===== config.mk =====
export PLATFORM = sky130hd
export DESIGN_NAME = rie_ctrl
export DESIGN_NICKNAME = d
export VERILOG_FILES = /design/src/rtl/rie_pkg.sv /design/src/rtl/rie_ctrl.sv
export SDC_FILE = /design/constraint.sdc
export NUM_CORES = 1
export LEC_CHECK = 0
export ABC_AREA = 1
export BUFFER_PORTS_ARGS = -buffer_cell sky130_fd_sc_hd__buf_2
export CAP_MARGIN = 0
export CORE_MARGIN = 2
export CORE_UTILIZATION = 55
export CTS_CLUSTER_DIAMETER = 80
export DETAILED_ROUTE_END_ITERATION = 8
export PLACE_DENSITY_LB_ADDON = 0.15
export SKIP_CTS_REPAIR_TIMING = 1
export SLEW_MARGIN = 0
export SYNTH_ARGS = -nofsm -noshare
export SYNTH_HDL_FRONTEND = slang
export SYNTH_SLANG_ARGS = --single-unit
export TNS_END_PERCENT = 30

===== constraint.sdc =====
create_clock -name clk_i -period 2.5 [get_ports clk_i]
set_clock_uncertainty 0.1 [all_clocks]
set_input_delay 0.375 -clock clk_i [delete_from_list [all_inputs] [get_ports clk_i]]
set_output_delay 0.375 -clock clk_i [all_outputs]
set_load 0.01 [all_outputs]

===== src/rtl/rie_pkg.sv =====
`timescale 1ns / 1ps
`default_nettype none

package rie_pkg;

  // Storage geometry. MEM_DEPTH is a power of two; addresses wrap on its low bits.
  localparam int unsigned MEM_DEPTH = 4096;
  localparam int unsigned MEM_AW    = $clog2(MEM_DEPTH);
  localparam int unsigned NUM_REGS  = 16;
  localparam int unsigned RF_AW     = $clog2(NUM_REGS);

  localparam int unsigned XLEN   = 32;
  localparam int unsigned WORD_W = 20;
  localparam int unsigned PC_W   = 12;
  localparam int unsigned LA_W   = 12;
  localparam int unsigned PLEN_W = 13;
  localparam int unsigned OP_W   = 8;

  // Configuration port
  localparam int unsigned APB_AW = 3;
  localparam int unsigned APB_DW = 32;
  localparam logic [APB_AW-3:0] REG_PROGRAM_LENGTH = 1'b0;
  localparam logic [PLEN_W-1:0] PLEN_RESET = 13'h1000;

  // Opcodes
  localparam logic [OP_W-1:0] OP_ADD  = 8'd0;
  localparam logic [OP_W-1:0] OP_SUB  = 8'd1;
  localparam logic [OP_W-1:0] OP_MUL  = 8'd2;
  localparam logic [OP_W-1:0] OP_AND  = 8'd3;
  localparam logic [OP_W-1:0] OP_OR   = 8'd4;
  localparam logic [OP_W-1:0] OP_XOR  = 8'd5;
  localparam logic [OP_W-1:0] OP_SLL  = 8'd6;
  localparam logic [OP_W-1:0] OP_SRA  = 8'd7;
  localparam logic [OP_W-1:0] OP_SRL  = 8'd8;
  localparam logic [OP_W-1:0] OP_BEQ  = 8'd9;
  localparam logic [OP_W-1:0] OP_BNE  = 8'd10;
  localparam logic [OP_W-1:0] OP_BLT  = 8'd11;
  localparam logic [OP_W-1:0] OP_BGT  = 8'd12;
  localparam logic [OP_W-1:0] OP_BLE  = 8'd13;
  localparam logic [OP_W-1:0] OP_BGE  = 8'd14;
  localparam logic [OP_W-1:0] OP_JAL  = 8'd15;
  localparam logic [OP_W-1:0] OP_LW   = 8'd16;
  localparam logic [OP_W-1:0] OP_SW   = 8'd17;
  localparam logic [OP_W-1:0] OP_RETI = 8'd18;
  localparam logic [OP_W-1:0] OP_IN   = 8'd19;
  localparam logic [OP_W-1:0] OP_OUT  = 8'd20;
  localparam logic [OP_W-1:0] OP_HALT = 8'd21;

  // Controller to datapath
  typedef struct packed {
    logic clear;
    logic accept;
    logic decode;
    logic get_rs;
    logic get_rt;
    logic get_rd;
    logic exec;
    logic wb;
    logic load_out;
  } rie_cmd_t;

  // Datapath to controller
  typedef struct packed {
    logic clr_last;
    logic exec_go;
  } rie_sts_t;

  function automatic logic [MEM_AW-1:0] mem_addr(input logic [XLEN-1:0] a);
    return a[MEM_AW-1:0];
  endfunction

  function automatic logic [PC_W-1:0] pc_wrap(input logic [XLEN-1:0] a);
    logic [XLEN-1:0] w;
    w = XLEN'(mem_addr(a));
    return w[PC_W-1:0];
  endfunction

  function automatic logic [XLEN-1:0] sext_word(input logic [WORD_W-1:0] w);
    return {{(XLEN-WORD_W){w[WORD_W-1]}}, w};
  endfunction

endpackage

`default_nettype wire


===== src/rtl/rie_ctrl.sv =====
`timescale 1ns / 1ps
`default_nettype none

module rie_ctrl
  import rie_pkg::*;
(
  input  wire logic     clk_i,
  input  wire logic     rst_ni,
  input  wire logic     in_valid_i,
  output logic          in_ready_o,
  output logic          out_valid_o,
  input  wire logic     out_ready_i,
  input  wire rie_sts_t sts_i,
  output rie_cmd_t      cmd_o
);

  typedef enum logic [9:0] {
    S_CLEAR  = 10'b00_0000_0001,
    S_IDLE   = 10'b00_0000_0010,
    S_FETCH  = 10'b00_0000_0100,
    S_DECODE = 10'b00_0000_1000,
    S_RS     = 10'b00_0001_0000,
    S_RT     = 10'b00_0010_0000,
    S_RD     = 10'b00_0100_0000,
    S_EXEC   = 10'b00_1000_0000,
    S_WB     = 10'b01_0000_0000,
    S_RESP   = 10'b10_0000_0000
  } state_e;

  state_e state_q, state_d;
  logic   out_valid_q, out_valid_d;

  always_comb begin
    state_d     = state_q;
    cmd_o       = '0;
    out_valid_d = out_valid_q & ~out_ready_i;
    case (state_q)
      S_CLEAR: begin
        cmd_o.clear = 1'b1;
        if (sts_i.clr_last) begin
          state_d = S_IDLE;
        end
      end
      S_IDLE: begin
        if (in_valid_i) begin
          cmd_o.accept = 1'b1;
          state_d      = sts_i.exec_go ? S_FETCH : S_RESP;
        end
      end
      S_FETCH:  state_d = S_DECODE;
      S_DECODE: begin
        cmd_o.decode = 1'b1;
        state_d      = S_RS;
      end
      S_RS: begin
        cmd_o.get_rs = 1'b1;
        state_d      = S_RT;
      end
      S_RT: begin
        cmd_o.get_rt = 1'b1;
        state_d      = S_RD;
      end
      S_RD: begin
        cmd_o.get_rd = 1'b1;
        state_d      = S_EXEC;
      end
      S_EXEC: begin
        cmd_o.exec = 1'b1;
        state_d    = S_WB;
      end
      S_WB: begin
        cmd_o.wb = 1'b1;
        state_d  = S_RESP;
      end
      S_RESP: begin
        // hold until the output register is free or being drained
        if (!out_valid_q || out_ready_i) begin
          cmd_o.load_out = 1'b1;
          out_valid_d    = 1'b1;
          state_d        = S_IDLE;
        end
      end
      default: state_d = S_IDLE;
    endcase
  end

  always_ff @(posedge clk_i or negedge rst_ni) begin
    if (!rst_ni) begin
      state_q     <= S_CLEAR;
      out_valid_q <= 1'b0;
    end else begin
      state_q     <= state_d;
      out_valid_q <= out_valid_d;
    end
  end

  assign in_ready_o  = (state_q == S_IDLE);
  assign out_valid_o = out_valid_q;

endmodule

`default_nettype wire


==> metrics, run 1 <==
CP Launch Type=flop; largest net degree at the start of global routing=12; clk slew on worst S/H paths=80 ps; Synth-to-Final Area Change=18.4%; Synth Area in XOR/XNOR=0; CTS Buffer Depth=2; CTS HTree Levels=1; Final Max Tran Viols=0; Simple-Gate Fraction of Synth Area=0.447; clk root buf=clkbuf_4; I/O pin total=17; largest cells by area after synthesis=dfrtp_1 34%, inv_1 15%, nand2_1 13%, nor2_1 11%, nor2_4 11%; vias in the first global route=505; Flop pwr share=0.298; Mapped Area=739 um^2; RSZ-0062 raised after global routing=false; latest clock arrival within the worst-skew pair=270 ps; crit path DAT=1440 ps; area of the die=1650 um^2; Mapped Avg Cell Area=6.85 um^2; max-cap violation count=0; Synth Area in Compound Gates=0.0254; Final period util=0.766; clk sinks=11; total grt overflow=0; Yosys top cell area share=0.338; net count after synthesis=114; post-synthesis register bit count=11; GPL Wtd Cong=0.804; wire per inst=9.26 um; CTS tree=yes; first-pass GRT wire length=2010 um; sequential cell area fraction in the yosys report=0.374; Switching Share=0.466; Lkg Pwr=0.611 nW; Syn. warnings=0; Place WS=915 ps; dominant synthesized flop cell=dfrtp_1; Hold Crit Class=input pin to flop; internal cell power=0.000446 W; top-count cell post-synth=inv_1; final instance area=876 um^2; maximum vdd drop=0.625 mV; main combinational cell family by area after synthesis=simple AND/OR/NAND/NOR gates; Initial Utilization=0.575; placed inst area=838 um^2; FP Rows=13; Worst-Margin Slew=268 ps; Period minus WS final=1910 ps; Worst Setup Path Type=flop to primary output; cell taking the most area after synthesis=dfrtp_1; via count=640; Util after Layout=0.682; layout cell share with drive strength beyond 1=0.279; Residual DRC=0; DIE HEIGHT=40.7 um; Crit Path Max Fanout=4; Die X=40.7 um; sw power=0.000389 W; final net count=136; Setup TNS=0 ps; Synth cell types=16; achievable frequency=0.522 GHz; Gate power share=0.554; Post-synth EDFFs=0; GRT Total Usage=0.189; Synth Instances=108; PortBufs=16; clock power share=0.148; critical path required time=2030 ps; dpl hpwl=1100 um; PwrDens=954 nW/um^2; Routed Antenna Nets=0; DRT Wirelength=1330 um; clock buffer count from CTS=3; setup violation total in the final timing report=0; Fin. Hold Viols=0; Synth async-reset ratio=1.00; final worst setup slack=586 ps; Core ar.=1280 um^2; antenna cells=0; 1st-pass router iterations=4; status=complete, no violations; post-synthesis mux area share=0; Slew HR=0.821; crit end category=primary output; Synth top cells by count=29 x inv_1, 26 x nand2_1, 21 x nor2_1; Starting DRT DRC Count=9; post-DR vias/cell=4.44; antenna violations before repair=0; Synth Area in Adders=0
worst max-delay path, stage by stage, from the launching register on:
cell and delay, ps:
dfrtp_1 450, nor2_4 170, nand2_4 80, nor2_1 180, nand2_1 120, inv_1 60, buf_2 120
cell type report:
cell class / instances / area, um^2
fill: 119 / 409
tap: 15 / 18.8
clock inverter: 1 / 5.00
timing repair buffer: 17 / 90.1
inverter: 30 / 114
multi-input combinational: 67 / 349
sequential: 11 / 277
clock buffer: 3 / 22.5
layer usage:
metal / share of wire / GRT usage
met3: 0.031 / 0.0489
met2: 0.48 / 0.313
met5: 0 / 0
met4: 0.0075 / 0.0500
met1: 0.48 / 0.241
flip-flops by register name, summed over array words and instances, names as in the netlist:
name and flops:
out_valid_o 1, state_q 10
worst paths after layout:
path	startpoint	to	slack, ps	depth (start not counted)
setup / recovery	state_q[8]	cmd_o[6]	590	6
hold / removal	sts_i[1]	state_q[0]	150	2
setup reg to reg	state_q[8]	state_q[1]	1070	8
hold reg to reg	out_valid_o	out_valid_o	450	2
max in group asynchronous	rst_ni	state_q[0]	1640	2
min in group asynchronous	rst_ni	state_q[3]	400	2
power by group through the flow:
stage | registers (W) | logic [W] | clock network (W)
floorplan | 0.000253 | 0.000361 | 0
global placement | 0.000251 | 0.000453 | 0
detailed placement | 0.000253 | 0.000463 | 0
CTS | 0.000249 | 0.000465 | 0.000125
global route | 0.000255 | 0.000524 | 0.000135
finish | 0.000249 | 0.000463 | 0.000124
cells by family (layout without fill, tap and decap cells):
family	count (synthesis)	after routing
flops	11	11
buf+inv	30	51
simple gates	64	64
compound gates	3	3
metrics by stage:
stage          instances  power, W  hold WS (ps)
5_1_grt              144  0.000913           152
4_1_cts              143  0.000840          -131
3_3_place_gp         139  0.000705           154
3_5_place_dp         139  0.000716           162
6_report             144  0.000836           154
2_1_floorplan        108  0.000614         -20.6
layout by cell type (no fill, tap or decap):
| master | n |
|---|---|
| clkbuf_4 | 3 |
| a21oi_2 | 1 |
| nand2_4 | 2 |
| nor3_1 | 1 |
| nor2_1 | 21 |
| nand4_1 | 1 |
| nand3_1 | 1 |
| clkinv_2 | 2 |
| o21ai_0 | 2 |
| nor2_4 | 7 |
| dlygate4sd3_1 | 1 |
| dfrtp_1 | 10 |
| inv_1 | 29 |
| nand2_2 | 3 |
| dfstp_2 | 1 |
| nand3b_1 | 1 |
| nand2_1 | 26 |
| nand3_2 | 1 |
| buf_2 | 16 |
Note: power is estimated with default switching activity, not from simulation.
==> run 2, diff against run 1 <==
Settings changed: CORE_UTILIZATION 55 to 46.
Clock period 2.5 ns to 1.58 ns, I/O delays scaled along.
==> run 2 against run 1 <==
Net effect: the flow now finishes with violations (setup timing); sequential share of layout area down 2.0 points; core utilization decreased by 6.0 points; clock power rose by 62%; combinational power up 94%; worst setup slack got worse by 740 ps; sequential power is 59% higher; final cell count increased by 3.5%; count of clock-buffer cells in the layout is 1 higher; highest routed layer unchanged; die area up 18%; power increased by 79%.
==> metrics, run 2 (synthesis results as in run 1) <==
fillcell total=134; RR Endpoint=state_q[1]; Residual DRC=0; Gate power share=0.600; vias in the first global route=577; final worst setup slack=-150 ps; CP Launch Type=flop; total grt overflow=0; setup violation total in the final timing report=10; PwrDens=1600 nW/um^2; FP Rows=14; layout cell share with drive strength beyond 1=0.353; crit path DAT=1390 ps; clk root buf=clkbuf_4; DIE HEIGHT=44.1 um; Starting DRT DRC Count=6; Place WS=117 ps; Hold Crit Start=sts_i[1]; via count=661; Slew HR=0.830; Flop pwr share=0.266; Lkg Pwr=0.628 nW; PnR Total Power=0.00150 W; failing checks=setup timing; critical path required time=1240 ps; Routed Antenna Nets=0; hold path endpoint=state_q[0]; crit end category=primary output; area of the die=1940 um^2; CTS HTree Levels=1; latest clock arrival within the worst-skew pair=280 ps; CTS Buffer Depth=2; placed inst area=840 um^2; Core ar.=1510 um^2; Worst Setup Path Type=flop to primary output; largest register by flop count=state_q; Die X=44.1 um; final net count=140; wire per inst=9.41 um; DRT Wirelength=1400 um; GRT Total Usage=0.167; PortBufs=16; clock buffer count from CTS=3; Period minus WS final=1730 ps; most frequent cells in the layout=28 x inv_1, 23 x nand2_1, 17 x nor2_1, 14 x buf_2, 10 x dfrtp_1; first-pass GRT wire length=2330 um; most common cell after layout, fill and taps aside=inv_1; antenna violations before repair=0; R2R cell count=8; sw power=0.000673 W; max FFs per register=10; clock power share=0.135; Switching Share=0.450; dpl hpwl=1090 um; Final Max Tran Viols=0; 1st-pass router iterations=4; Fin. Hold Viols=0; I/O pin total=17; antenna cells=0; GPL Wtd Cong=0.827; hold_ws=26.5 ps; clk sinks=11; post-DR vias/cell=4.44; clk slew on worst S/H paths=80 ps; R2R Setup Slk=120 ps; achievable frequency=0.578 GHz; maximum vdd drop=0.853 mV; Initial Utilization=0.491; internal cell power=0.000823 W; max-cap violation count=0; RSZ-0062 raised after global routing=true; status=complete, but fails checks; Synth-to-Final Area Change=26.6%; largest net degree at the start of global routing=12; hold path cells=2; CTS tree=yes; reg2reg start=state_q[4]; Crit Path Max Fanout=4; Final period util=1.09; Setup TNS=-853 ps; Hold Crit Class=input pin to flop; Worst-Margin Slew=254 ps; final instance area=936 um^2
[run 2: worst max-delay path by stage]
stage | cells after the start | slack [ps] | from | end
finish | 6 | -150 | state_q[4] | cmd_o[7]
floorplan | 5 | 240 | state_q[1] | cmd_o[0]
CTS | 6 | -190 | state_q[1] | cmd_o[1]
detailed placement | 6 | 120 | state_q[1] | cmd_o[0]
global placement | 6 | 120 | state_q[1] | cmd_o[1]
global route | 6 | -270 | state_q[4] | cmd_o[7]
[run 2: worst max-delay path, cell delays in order, from the launching register on]
cell and delay, ps:
dfrtp_1 420, nor2_4 170, nand2_2 80, nor2_4 140, nand2_2 90, nor2_2 80, buf_2 130
[run 2: layout make-up]
| class | instances | area, um^2 | area share |
|---|---|---|---|
| Inverter | 30 | 114 | 0.122 |
| Sequential cell | 11 | 277 | 0.295 |
| Multi-Input combinational cell | 67 | 367 | 0.392 |
| Clock buffer | 4 | 26.3 | 0.0281 |
| Timing Repair Buffer | 21 | 133 | 0.142 |
| Tap cell | 16 | 20.0 | 0.0214 |
[run 2: power groups by stage]
stage / Combinational (W) / Clock (W) / Sequential [W]
after floorplan: 0.000571 / 0 / 0.000400
after global placement: 0.000723 / 0 / 0.000398
after detailed placement: 0.000731 / 0 / 0.000401
after CTS: 0.000734 / 0.000205 / 0.000395
after global routing: 0.000993 / 0.000218 / 0.000406
final: 0.000898 / 0.000201 / 0.000397
[run 2: routing by layer]
layer | track usage | part of all wire | vias up
li1 | - | - | 357
met4 | 0.0727 | 0.013 | 0
met1 | 0.208 | 0.46 | 286
met5 | 0 | 0 | -
met2 | 0.259 | 0.48 | 15
met3 | 0.0612 | 0.045 | 3
[run 2: stage by stage]
step           std cells   util
6_report             149  0.621
5_1_grt              149  0.621
4_1_cts              144  0.575
3_5_place_dp         140  0.557
3_3_place_gp         140  0.557
2_1_floorplan        108      -
